File: config.mk
export PLATFORM = sky130hd
export DESIGN_NAME = seven_segment_scan_display_top
export DESIGN_NICKNAME = d
export VERILOG_FILES = /design/src/hdl/ssd_pkg.sv /design/src/hdl/ssd_conv.sv /design/src/hdl/ssd_scan.sv /design/src/hdl/seven_segment_scan_display_top.sv
export SDC_FILE = /design/constraint.sdc
export NUM_CORES = 1
export LEC_CHECK = 0
export BUFFER_PORTS_ARGS = -buffer_cell sky130_fd_sc_hd__buf_2
export CAP_MARGIN = 20
export CORE_AREA = 5 5 167 185
export CTS_BUF_LIST = sky130_fd_sc_hd__clkbuf_8
export DETAILED_ROUTE_END_ITERATION = 16
export DIE_AREA = 0 0 172 190
export PLACE_DENSITY = 0.81
export SYNTH_ARGS = -nofsm -noshare
export SYNTH_HDL_FRONTEND = slang
export SYNTH_SLANG_ARGS = --single-unit
File: constraint.sdc
create_clock -name clk_i -period 18.35 [get_ports clk_i]
set_clock_uncertainty 0.1 [all_clocks]
set_input_delay 0 -clock clk_i [delete_from_list [all_inputs] [get_ports clk_i]]
set_output_delay 0 -clock clk_i [all_outputs]
set_load 0.01 [all_outputs]
File: src/hdl/ssd_pkg.sv
// Shared types, digit codes and the segment decode table of the seven-segment scan display.
// Depends on nothing; ssd_conv, ssd_scan and the top level import it.
package ssd_pkg;

  localparam int NUM_DIGITS = 6;
  localparam int CODE_W     = 5;
  localparam int FUNC_W     = 3;
  localparam int PERIOD_W   = 8;
  localparam int SLOT_W     = 3;
  localparam int SEG_W      = 8;

  typedef logic [CODE_W-1:0] code_t;

  localparam code_t CODE_DOT   = code_t'(10);
  localparam code_t CODE_MINUS = code_t'(20);
  localparam code_t CODE_BLANK = code_t'(21);

  localparam logic [PERIOD_W-1:0] PERIOD_RESET = 8'd50;

  typedef enum logic [FUNC_W-1:0] {
    FUNC_TICK         = 3'd0,
    FUNC_BLANK        = 3'd1,
    FUNC_SIGNED       = 3'd2,
    FUNC_TWO_SIGNED   = 3'd3,
    FUNC_TWO_UNSIGNED = 3'd4,
    FUNC_HUNDREDTHS   = 3'd5
  } func_e;

  // One item leaving the conversion pipeline toward the scan stage.
  typedef struct packed {
    logic                         valid;
    logic [FUNC_W-1:0]            func;
    code_t [NUM_DIGITS-1:0]       codes;
  } conv_out_t;

  // Segment pattern of a digit code, bit 7 is the decimal point.
  function automatic logic [SEG_W-1:0] seg_of(input code_t c);
    logic [SEG_W-1:0] s;
    case (c)
      5'd0:    s = 8'h3f;
      5'd1:    s = 8'h06;
      5'd2:    s = 8'h5b;
      5'd3:    s = 8'h4f;
      5'd4:    s = 8'h66;
      5'd5:    s = 8'h6d;
      5'd6:    s = 8'h7d;
      5'd7:    s = 8'h07;
      5'd8:    s = 8'h7f;
      5'd9:    s = 8'h6f;
      5'd10:   s = 8'hbf;
      5'd11:   s = 8'h86;
      5'd12:   s = 8'hdb;
      5'd13:   s = 8'hcf;
      5'd14:   s = 8'he6;
      5'd15:   s = 8'hed;
      5'd16:   s = 8'hfd;
      5'd17:   s = 8'h87;
      5'd18:   s = 8'hff;
      5'd19:   s = 8'hef;
      5'd20:   s = 8'h40;
      default: s = 8'h00;
    endcase
    return s;
  endfunction

endpackage

File: src/hdl/ssd_conv.sv
// Input register and binary-to-decimal pipeline that turns set transactions into digit codes.
// Depends on ssd_pkg.
module ssd_conv (
  input  logic                          clk_i,
  input  logic                          rst_ni,
  input  logic                          adv_i,
  input  logic                          in_valid_i,
  input  logic [ssd_pkg::FUNC_W-1:0]    func_i,
  input  logic signed [17:0]            value_a_i,
  input  logic signed [10:0]            value_b_i,
  output ssd_pkg::conv_out_t            conv_o
);
  import ssd_pkg::*;

  // Quotient by 10 for values below 100.
  function automatic logic [3:0] div10(input logic [6:0] x);
    logic [14:0] p;
    p = 15'(x) * 15'd205;
    return p[14:11];
  endfunction

  // Quotient by 100 for values below 1000.
  function automatic logic [3:0] div100(input logic [9:0] x);
    logic [15:0] p;
    p = 16'(x) * 16'd41;
    return p[15:12];
  endfunction

  // Stage 0: input register.
  logic              v0_q;
  logic [FUNC_W-1:0] f0_q;
  logic signed [17:0] a0_q;
  logic signed [10:0] b0_q;

  // Stage 1: saturated magnitudes and signs.
  logic              v1_q, v1_d;
  logic [FUNC_W-1:0] f1_q;
  logic              na1_q, na1_d, nb1_q, nb1_d;
  logic [16:0]       ma1_q, ma1_d;
  logic [9:0]        mb1_q, mb1_d;

  // Stage 2: value_a split into thousands and remainder.
  logic              v2_q;
  logic [FUNC_W-1:0] f2_q;
  logic              na2_q, nb2_q;
  logic [6:0]        hi2_q, hi2_d;
  logic [9:0]        lo2_q, lo2_d;
  logic [9:0]        mb2_q;

  // Stage 3: hundreds digits and remainders below 100.
  logic              v3_q;
  logic [FUNC_W-1:0] f3_q;
  logic              na3_q, nb3_q;
  logic [3:0]        ht3_q, ht3_d, hu3_q, hu3_d;
  logic [3:0]        lh3_q, lh3_d, bh3_q, bh3_d;
  logic [6:0]        lr3_q, lr3_d, br3_q, br3_d;

  always_comb begin
    logic signed [17:0] a_lo, a_hi, sa, ma;
    logic signed [10:0] b_lo, b_hi, sb, mb;
    a_lo = '0;
    a_hi = '0;
    b_lo = '0;
    b_hi = '0;
    unique case (f0_q)
      FUNC_SIGNED, FUNC_HUNDREDTHS: begin
        a_lo = -18'sd99999;
        a_hi = 18'sd99999;
      end
      FUNC_TWO_SIGNED: begin
        a_lo = -18'sd99;
        a_hi = 18'sd99;
        b_lo = -11'sd99;
        b_hi = 11'sd99;
      end
      FUNC_TWO_UNSIGNED: begin
        a_hi = 18'sd999;
        b_hi = 11'sd999;
      end
      default: begin
      end
    endcase
    priority if (a0_q > a_hi) sa = a_hi;
    else if (a0_q < a_lo) sa = a_lo;
    else sa = a0_q;
    priority if (b0_q > b_hi) sb = b_hi;
    else if (b0_q < b_lo) sb = b_lo;
    else sb = b0_q;
    ma = sa[17] ? -sa : sa;
    mb = sb[10] ? -sb : sb;
    v1_d  = v0_q;
    na1_d = sa[17];
    nb1_d = sb[10];
    ma1_d = ma[16:0];
    mb1_d = mb[9:0];
  end

  always_comb begin
    logic [27:0] p;
    logic [6:0]  q0;
    logic [16:0] r;
    // The reciprocal underestimates by at most one, so one correction step suffices.
    p  = 28'(ma1_q) * 28'd1048;
    q0 = p[26:20];
    r  = ma1_q - 17'(q0) * 17'd1000;
    if (r[10:0] >= 11'd1000) begin
      hi2_d = q0 + 7'd1;
      lo2_d = 10'(r[10:0] - 11'd1000);
    end else begin
      hi2_d = q0;
      lo2_d = r[9:0];
    end
  end

  always_comb begin
    ht3_d = div10(hi2_q);
    hu3_d = 4'(hi2_q - 7'(ht3_d) * 7'd10);
    lh3_d = div100(lo2_q);
    lr3_d = 7'(lo2_q - 10'(lh3_d) * 10'd100);
    bh3_d = div100(mb2_q);
    br3_d = 7'(mb2_q - 10'(bh3_d) * 10'd100);
  end

  always_ff @(posedge clk_i or negedge rst_ni) begin
    if (!rst_ni) begin
      v0_q <= 1'b0;
      v1_q <= 1'b0;
      v2_q <= 1'b0;
      v3_q <= 1'b0;
    end else if (adv_i) begin
      v0_q <= in_valid_i;
      v1_q <= v1_d;
      v2_q <= v1_q;
      v3_q <= v2_q;
    end
  end

  always_ff @(posedge clk_i) begin
    if (adv_i) begin
      f0_q  <= func_i;
      a0_q  <= value_a_i;
      b0_q  <= value_b_i;
      f1_q  <= f0_q;
      na1_q <= na1_d;
      nb1_q <= nb1_d;
      ma1_q <= ma1_d;
      mb1_q <= mb1_d;
      f2_q  <= f1_q;
      na2_q <= na1_q;
      nb2_q <= nb1_q;
      hi2_q <= hi2_d;
      lo2_q <= lo2_d;
      mb2_q <= mb1_q;
      f3_q  <= f2_q;
      na3_q <= na2_q;
      nb3_q <= nb2_q;
      ht3_q <= ht3_d;
      hu3_q <= hu3_d;
      lh3_q <= lh3_d;
      lr3_q <= lr3_d;
      bh3_q <= bh3_d;
      br3_q <= br3_d;
    end
  end

  // Last step: tens and units of the remainders, then the code layout of each mode.
  always_comb begin
    logic [3:0] lt, lu, bt, bu;
    code_t sign_a, sign_b;
    lt = div10(lr3_q);
    lu = 4'(lr3_q - 7'(lt) * 7'd10);
    bt = div10(br3_q);
    bu = 4'(br3_q - 7'(bt) * 7'd10);
    sign_a = na3_q ? CODE_MINUS : CODE_BLANK;
    sign_b = nb3_q ? CODE_MINUS : CODE_BLANK;
    conv_o.valid = v3_q;
    conv_o.func  = f3_q;
    conv_o.codes = {NUM_DIGITS{CODE_BLANK}};
    unique case (f3_q)
      FUNC_SIGNED, FUNC_HUNDREDTHS: begin
        conv_o.codes[0] = sign_a;
        conv_o.codes[1] = code_t'(ht3_q);
        conv_o.codes[2] = code_t'(hu3_q);
        conv_o.codes[3] = (f3_q == FUNC_HUNDREDTHS) ? code_t'(lh3_q) + CODE_DOT
                                                    : code_t'(lh3_q);
        conv_o.codes[4] = code_t'(lt);
        conv_o.codes[5] = code_t'(lu);
      end
      FUNC_TWO_SIGNED: begin
        conv_o.codes[0] = sign_a;
        conv_o.codes[1] = code_t'(lt);
        conv_o.codes[2] = code_t'(lu);
        conv_o.codes[3] = sign_b;
        conv_o.codes[4] = code_t'(bt);
        conv_o.codes[5] = code_t'(bu);
      end
      FUNC_TWO_UNSIGNED: begin
        conv_o.codes[0] = code_t'(lh3_q);
        conv_o.codes[1] = code_t'(lt);
        conv_o.codes[2] = code_t'(lu);
        conv_o.codes[3] = code_t'(bh3_q);
        conv_o.codes[4] = code_t'(bt);
        conv_o.codes[5] = code_t'(bu);
      end
      default: begin
      end
    endcase
  end

endmodule

File: src/hdl/ssd_scan.sv
// Display state (digit codes, scan slot, indicator timer), period register and output register.
// Depends on ssd_pkg; fed by ssd_conv.
module ssd_scan (
  input  logic                            clk_i,
  input  logic                            rst_ni,
  input  logic                            cfg_we_i,
  input  logic [ssd_pkg::PERIOD_W-1:0]    cfg_data_i,
  input  ssd_pkg::conv_out_t              conv_i,
  output logic                            adv_o,
  output logic                            out_valid_o,
  input  logic                            out_stall_i,
  output logic [ssd_pkg::SEG_W-1:0]       digit_select_o,
  output logic [ssd_pkg::SEG_W-1:0]       segments_o
);
  import ssd_pkg::*;

  logic [PERIOD_W-1:0]          period_q;
  code_t [NUM_DIGITS-1:0]       codes_q;
  logic [SLOT_W-1:0]            slot_q, slot_d;
  logic [PERIOD_W-1:0]          tick_q, tick_d;
  logic [2:0]                   ind_q, ind_d;
  logic                         out_valid_q;
  logic [SEG_W-1:0]             sel_q, sel_d, seg_q, seg_d;
  logic                         is_tick, is_set;

  // The whole pipeline moves unless a result is held by the receiver.
  assign adv_o   = !out_valid_q || !out_stall_i;
  assign is_tick = conv_i.valid && (conv_i.func == FUNC_TICK);
  assign is_set  = conv_i.valid && (conv_i.func == FUNC_BLANK || conv_i.func == FUNC_SIGNED ||
                   conv_i.func == FUNC_TWO_SIGNED || conv_i.func == FUNC_TWO_UNSIGNED ||
                   conv_i.func == FUNC_HUNDREDTHS);

  always_comb begin
    logic [SLOT_W-1:0] slot;
    slot  = (slot_q == 3'd7) ? 3'd6 : slot_q;
    sel_d = ~(8'd1 << slot);
    if (slot < 3'd6) begin
      seg_d  = seg_of(codes_q[slot]);
      slot_d = slot + 3'd1;
    end else begin
      seg_d  = (ind_q < 3'd6) ? (8'd1 << ind_q) : 8'd0;
      slot_d = '0;
    end
    if (tick_q >= period_q) begin
      tick_d = '0;
      ind_d  = (ind_q >= 3'd5) ? 3'd0 : ind_q + 3'd1;
    end else begin
      tick_d = tick_q + 8'd1;
      ind_d  = ind_q;
    end
  end

  always_ff @(posedge clk_i or negedge rst_ni) begin
    if (!rst_ni) begin
      period_q    <= PERIOD_RESET;
      codes_q     <= {NUM_DIGITS{CODE_BLANK}};
      slot_q      <= '0;
      tick_q      <= '0;
      ind_q       <= '0;
      out_valid_q <= 1'b0;
    end else begin
      if (cfg_we_i) begin
        period_q <= cfg_data_i;
      end
      if (adv_o) begin
        out_valid_q <= is_tick;
        if (is_tick) begin
          slot_q <= slot_d;
          tick_q <= tick_d;
          ind_q  <= ind_d;
        end
        if (is_set) begin
          codes_q <= conv_i.codes;
        end
      end
    end
  end

  always_ff @(posedge clk_i) begin
    if (adv_o && is_tick) begin
      sel_q <= sel_d;
      seg_q <= seg_d;
    end
  end

  assign out_valid_o    = out_valid_q;
  assign digit_select_o = sel_q;
  assign segments_o     = seg_q;

endmodule

File: src/hdl/seven_segment_scan_display_top.sv
// Top level of the six-digit multiplexed seven-segment display driver with indicator slot.
// Depends on ssd_pkg, ssd_conv and ssd_scan.
//
// Each input transaction is either a tick, which yields one output transaction carrying the
// active-low digit select and segment pattern of the current scan slot, or a set command
// (blank, signed integer, two signed, two unsigned, hundredths) that loads new digit codes
// and yields nothing. Slots 0 to 5 show the six digits, slot 6 lights one of six indicator
// LEDs, and the scan then wraps. The lit LED advances every indicator_period+1 ticks.
// The block takes one transaction per clock cycle unless stalled. A transaction goes through
// an input register, three conversion registers (saturation and sign, split by one thousand,
// split by one hundred) and the display state update into the output register. All stages
// move together: while a result sits in the output register and out_stall_i is high,
// in_stall_o is high as well, and otherwise a new transaction is taken every cycle.
// Transactions are handled strictly in order, so a tick that follows a set command shows
// the new digits. The period register is written through the configuration channel,
// which is always ready.
module seven_segment_scan_display_top (
  input  logic                          clk_i,
  input  logic                          rst_ni,
  input  logic                          cfg_valid_i,
  output logic                          cfg_ready_o,
  input  logic [ssd_pkg::PERIOD_W-1:0]  cfg_data_i,
  input  logic                          in_valid_i,
  output logic                          in_stall_o,
  input  logic [ssd_pkg::FUNC_W-1:0]    func_i,
  input  logic signed [17:0]            value_a_i,
  input  logic signed [10:0]            value_b_i,
  output logic                          out_valid_o,
  input  logic                          out_stall_i,
  output logic [ssd_pkg::SEG_W-1:0]     digit_select_o,
  output logic [ssd_pkg::SEG_W-1:0]     segments_o
);
  import ssd_pkg::*;

  conv_out_t conv;
  logic      adv;

  // The period register can take a write in any cycle.
  assign cfg_ready_o = 1'b1;
  assign in_stall_o  = !adv;

  ssd_conv u_conv (
    .clk_i      (clk_i),
    .rst_ni     (rst_ni),
    .adv_i      (adv),
    .in_valid_i (in_valid_i),
    .func_i     (func_i),
    .value_a_i  (value_a_i),
    .value_b_i  (value_b_i),
    .conv_o     (conv)
  );

  ssd_scan u_scan (
    .clk_i          (clk_i),
    .rst_ni         (rst_ni),
    .cfg_we_i       (cfg_valid_i && cfg_ready_o),
    .cfg_data_i     (cfg_data_i),
    .conv_i         (conv),
    .adv_o          (adv),
    .out_valid_o    (out_valid_o),
    .out_stall_i    (out_stall_i),
    .digit_select_o (digit_select_o),
    .segments_o     (segments_o)
  );

  // The input side is held back only by a result that the receiver is holding.
  a_stall_cause : assert property (@(posedge clk_i) disable iff (!rst_ni)
    in_stall_o |-> (out_valid_o && out_stall_i))
    else $error("input stalled without a held result");

  // Exactly one scan slot is selected in every result.
  a_one_slot : assert property (@(posedge clk_i) disable iff (!rst_ni)
    out_valid_o |-> ($onehot(~digit_select_o) && digit_select_o[7]))
    else $error("digit select is not a single active-low slot");

  // The indicator slot lights at most one of the six LEDs.
  a_indicator : assert property (@(posedge clk_i) disable iff (!rst_ni)
    (out_valid_o && !digit_select_o[6]) |-> ($onehot0(segments_o) && segments_o[7:6] == 2'b00))
    else $error("indicator slot pattern is not one LED");

endmodule
# Word-level counts from Yosys, hierarchy flattened
# Memory sizes are Yosys's and may differ from the RTL's.
# Cells that the tools add are included.
[totals] reg_bits=204 elab_cells=131 latch_bits=0 ramBits=0 rom_bits=256 n_memories=1
[memory_table] memory="(no name shown)" words=32 width=8 read_ports=1 rd_clocked_by_memory_dff=0 wr=0 line_no="ssd_pkg.sv:39" text="case (c)"
[classes] n_eq_ne=10 mul=12 n_reduce_logical=17 add_sub_neg=14 n_mux=24 bitwise_logic=1 shifts=2 n_div=0 order_cmp=10
[op_table] operator="case mux 30 bit (3 select lines)" count=1
[op_table] operator="case mux 17 bit (3 select lines)" count=1
[op_table] operator="multiplier 7 x 8 -> 15 bit (second input constant)" count=3
[op_table] operator="two-way mux 18 bit" count=2
[op_table] operator="case mux 18 bit (2 select lines)" count=1
[op_table] operator="two-way mux 11 bit" count=3
[op_table] operator="multiplier 10 x 6 -> 16 bit (second input constant)" count=2
[op_table] operator="multiplier 17 x 8 -> 24 bit (second input constant)" count=1
[op_table] operator="two-way mux 8 bit" count=3
[op_table] operator="two-way mux 10 bit" count=2
[op_table] operator="case mux 10 bit (2 select lines)" count=1
[op_table] operator="greater-than comparator 18 bit" count=1
[op_table] operator="< comparator 18 bit" count=1
[op_table] operator="two-way mux 17 bit" count=1
[op_table] operator="negator 17 bit" count=1
[op_table] operator="<< shifter 1 x 3 -> 8 bit (first input constant)" count=2
[op_table] operator="binary-select mux 5 bit (select 3 bit)" count=1
[op_table] operator="equality test 3 bit (second input constant)" count=5
[op_table] operator="subtractor 7 bit" count=2
[op_table] operator="equality test 3 x 2 -> 1 bit (second input constant)" count=4
[op_table] operator="multiplier 4 x 3 -> 3 bit (second input constant)" count=3
[op_table] operator="subtractor 4 bit" count=3
[op_table] operator=">= comparator 11 x 10 -> 1 bit (second input constant)" count=1
[op_table] operator="greater-than comparator 11 bit" count=1
[op_table] operator="other kinds (27)" count=44

# Depth between registers and ports, before layout
[logic_depth] ltp_word=8 mapped_depth=31

# Modules after synthesis
# A second synthesis with hierarchy kept.
[hier_totals] cells_unflattened=1668 area_unflattened_um2=17546.8
[by_module_without_submodules] mod="ssd_conv" cells_each=1329 seq_area_each_um2=4033.9 area_per_inst_um2=13858.3 n_inst=1
[by_module_without_submodules] mod="ssd_scan" cells_each=336 seq_area_each_um2=1833.0 area_per_inst_um2=3673.5 n_inst=1
[by_module_without_submodules] mod="seven_segment_scan_display_top" cells_each=3 seq_area_each_um2=0.0 area_per_inst_um2=15.0 n_inst=1

# Worst setup path before layout
# Ideal clock, no wire load.
[synth_timing] path_kind="reg-to-reg" from="register u_conv.ma1_q[9]" to="register u_conv.hi2_q[0], data pin" required_time_ps=17979 synth_period_minus_slack_ps=7346 slack_ps=11004 arrival_ps=6975 setup_time_ps=271 path_stages_with_launch=31 path_cell_list="edfxtp_1 ha_1 ha_1 inv_1 fa_1 inv_1 ha_1 a211oi_1 o21ai_0 a211oi_1 a21oi_2 xor2_2 xor2_1 ha_1 inv_1 fa_1 inv_1 fa_1 inv_1 fa_1 inv_1 ha_1 xor2_1 ha_1 nand2_1 o31ai_1 a211oi_2 xnor2_2 or2_1 buf_6 xor2_2"
[synth_via] elab_chain_cells=5 word_cells_on_any_way=6 cone_classes="2 x add/sub; 2 x mul; 1 x order compare; 1 x mux"
[synth_rtl] item="from (decl)" line_no="ssd_conv.sv:39" text="logic [16:0] ma1_q, ma1_d;"
[synth_rtl] item="from (signal assigned)" line_no="ssd_conv.sv:146" text="ma1_q <= ma1_d;"
[synth_rtl] item="multiplier 17 x 8 -> 24 bit" line_no="ssd_conv.sv:103" text="p = 28'(ma1_q) * 28'd1048;"
[synth_rtl] item="multiplier 7 x 7 -> 8 bit" line_no="ssd_conv.sv:105" text="r = ma1_q - 17'(q0) * 17'd1000;"
[synth_rtl] item="subtractor 11 bit" line_no="ssd_conv.sv:105"
[synth_rtl] item=">= comparator 11 x 10 -> 1 bit" line_no="ssd_conv.sv:106" text="if (r[10:0] >= 11'd1000) begin"
[synth_rtl] item="two-way mux 7 bit (*)" line_no="ssd_conv.sv:106"
[synth_rtl] item="named net u_conv.hi2_d[0]" line_no="ssd_conv.sv:46" text="logic [6:0] hi2_q, hi2_d;"
[synth_rtl] item="to (signal assigned)" line_no="ssd_conv.sv:151" text="hi2_q <= hi2_d;"
[synth_rtl] item="to (decl)" line_no="ssd_conv.sv:46"
# Mark *: on every way through the listed nets, which the timed path passes. The rest lies on a longest branch.
# A chain may end at the register's enable or synchronous reset.

# Worst setup path in the final report
[layout_timing] from="register u_conv.ma1_q[9]" to="register u_conv.lo2_q[7], data pin"
[layout_via] elab_chain_cells=5 word_cells_on_any_way=6 cone_classes="2 x add/sub; 2 x mul; 1 x order compare; 1 x mux"
[layout_rtl] item="multiplier 17 x 8 -> 24 bit" line_no="ssd_conv.sv:103"
[layout_rtl] item="multiplier 7 x 7 -> 8 bit" line_no="ssd_conv.sv:105"
[layout_rtl] item="subtractor 11 bit (*)" line_no="ssd_conv.sv:105"
[layout_rtl] item="subtractor 10 bit or >= comparator 11 x 10 -> 1 bit (tied branches)" line_no="ssd_conv.sv:108, ssd_conv.sv:106"
[layout_rtl] item="two-way mux 10 bit (*)" line_no="ssd_conv.sv:106"
[layout_rtl] item="named net u_conv.lo2_d[7]" line_no="ssd_conv.sv:47" text="logic [9:0] lo2_q, lo2_d;"
[layout_rtl] item="to (signal assigned)" line_no="ssd_conv.sv:152" text="lo2_q <= lo2_d;"
[layout_rtl] item="to (decl)" line_no="ssd_conv.sv:47"
# Marks and branches as above.

==> results.ini <==
[status]
status = completed

[clocking]
clock_latency_ns = 0.55
h-tree-depth = 2
cts_setup_buffers = 0
cts_resized = 0
clkTransAtPathRegs_ns = 0.07
clockBufferDepth = 3
cts.sinks = 201
holdBufCountCts = 57
cts_tree = yes
cts_made_buffers = 38
cts_root_buffer = clkbuf_8

[critical_path]
crit_type = reg -> reg
critPathMaxStageDelay_ns = 0.54
slowest_stage = fa_1
arrival_ns = 8.62
crit_path_start_kind = flip-flop
worstPathRequired_ns = 18.52
path_max_fanout = 14
cp-end-kind = flip-flop
r2r_start = u_conv.ma1_q[9]
crit_start = u_conv.ma1_q[9]

[synthesis]
synth_ff_type = edfxtp_1
synth.distinct_cells = 92
synth_top_family_by_area = adder cells
postSynthAreaPerCell_um2 = 10.5
synth_compound_area_share_pct = 15.1
synth_edf_count = 147
mappedNetlistArea_um2 = 17100
async_flop_share_pct = 26.9
yosys.area_share.simple_pct = 8.84
syn-instance-count = 1620
synthMuxAreaShare_pct = 1.66
synthAdderAreaFrac_pct = 29.7
ys_warn_count = 0
yosysSeqAreaShare_pct = 33.9
syn-num-nets = 2039
synth_seq_cells = 201
yosys.area_share.xor_xnor_pct = 5.19

[place]
post-place-ws_ns = 9.96
dp_hpwl_um = 26400
gp_congestion = 0.933
placed_cells = 2033
portBuffers = 62

[grt]
antenna_found_initial = 0
grt_start_max_net_pins = 87
grt_pass1_vias = 13116
grt_overflow = 0
grt.total_usage_pct = 22.3
grt_pass1_wl_um = 60400

[final_layout]
drive_gt1_share_pct = 11.6
nets = 2175
fillers = 2194
area_growth_pct = 11.9
mostFrequentLayoutCells = 321 x ha_1, 228 x inv_1, 147 x edfxtp_1, 99 x nand2_1, 84 x a21oi_1
final_common_cell = ha_1
diodes = 0
fin_cells = 2160

[die]
row_count = 66
die-area_um2 = 32700
die_x_um = 172
io_pins = 64
initial_core_util_pct = 58.8
core_um2 = 29100
die_y_um = 190

[detailed_routing]
vias = 12381
ant_nets = 0
vias_per_cell = 5.73
drtIter0Drc = 676
avgRoutedWirePerCell_um = 16.4
firstDrtPassIters = 5
wl_um = 35500
drc = 0

[timing]
slew_violations = 0
clock.fmax_ghz = 0.118
maxSlewHeadroom_pct = 21.9
setup_tns_ns = 0
hold_ws_ns = 0.0417
min_period_ns = 8.44
rsz0062_at_grt = no
hold_violations = 0
setup_viol = 0
finalCritPeriodShare_pct = 46.0
tightest_slew_ns = 1.17
setup_ws_ns = 9.91

[hold_path]
hold_class = in -> async

[job]
maxCapViolCount = 0

[area by class of cell]
cell class / count / area [um2] / share of cell area, %
clock buffer: 39 / 537 / 2.81
clock inverter: 31 / 224 / 1.17
inverter: 219 / 822 / 4.30
multi-input combinational: 1171 / 10300 / 54.1
sequential: 201 / 5790 / 30.3
tap: 374 / 468 / 2.45
timing repair buffer: 125 / 926 / 4.85
[cell families after synthesis]
| kind of cell | count (synthesis) |
|---|---|
| fa+ha+maj | 374 |
| compound gates | 366 |
| simple gates | 311 |
| buf+inv | 248 |
| flops | 201 |
| xor+xnor | 92 |
| mux | 27 |
| other cells | 1 |
[flip-flops by register name, summed over array words and instances, names as in the netlist, 10 cells and up]
| signal | count |
|---|---|
| u_conv.mb1_q | 10 |
| u_conv.lo2_q | 10 |
| u_conv.b0_q | 11 |
| u_conv.mb2_q | 10 |
| u_conv.a0_q | 18 |
| u_scan.codes_q | 27 |
| u_conv.ma1_q | 17 |
[worst max-delay path, delay by kind of cell, from the launching register on]
| family | cells | cell delay (ns) |
|---|---|---|
| AO/OA/AOI/OAI | 7 | 1.35 |
| XOR/XNOR | 4 | 1.44 |
| adder cells (fa/ha/maj) | 10 | 3.97 |
| buffers and inverters | 6 | 0.31 |
| flip-flops | 1 | 0.48 |
| AND/OR/NAND/NOR | 2 | 0.52 |
[cells in the mapped netlist (8+ instances only)]
cell type,count,area (um2)
o21ai_0,60,300
nor2b_1,13,81.3
fa_1,53,1060
nor3_1,25,125
o211ai_1,15,113
nand2_1,100,375
a21o_1,38,285
inv_1,216,811
mux2_2,10,113
a221oi_1,12,105
nand3_1,25,125
ha_1,321,4020
o21ai_1,8,40.0
o22ai_1,14,87.6
dfrtp_1,36,901
dfstp_2,18,473
a31oi_1,13,81.3
edfxtp_1,147,4410
clkbuf_1,21,78.8
nor2_1,83,312
nand2b_1,14,87.6
xor2_1,25,219
a21oi_1,84,420
xnor2_1,58,508
a211oi_1,10,75.1
o22a_1,8,70.1
o21a_1,18,135
mux2i_1,17,170
[final timing paths]
check	end	cells past startpoint	slack, ns
max	u_conv.lo2_q[7]	29	9.91
min	u_scan.ind_q[2]	3	0.04
max reg2reg	u_conv.lo2_q[7]	29	9.91
min reg2reg	u_conv.f2_q[0]	0	0.29
max in group asynchronous	u_scan.period_q[2]	3	17.65
min in group clk_i	u_conv.f0_q[0]	2	0.06
[per-stage QoR]
stage / util (%) / cell area (um2)
after floorplan: - / 17100
after global placement: 61.2 / 17800
after detailed placement: 61.2 / 17800
after CTS: 65.7 / 19100
after global routing: 65.7 / 19100
final: 65.7 / 19100
[per-layer routing]
layer	vias to the layer above	routed length [um]	global-route usage [%]
li1	6083	-	-
met1	5850	14200	26.1
met2	325	18300	40.6
met3	123	1500	3.08
met4	0	1470	9.31
met5	-	0	0
Power is left out: the tool's default activity adds up to more than one toggle a clock period on the data nets, which glitch-free logic cannot reach.
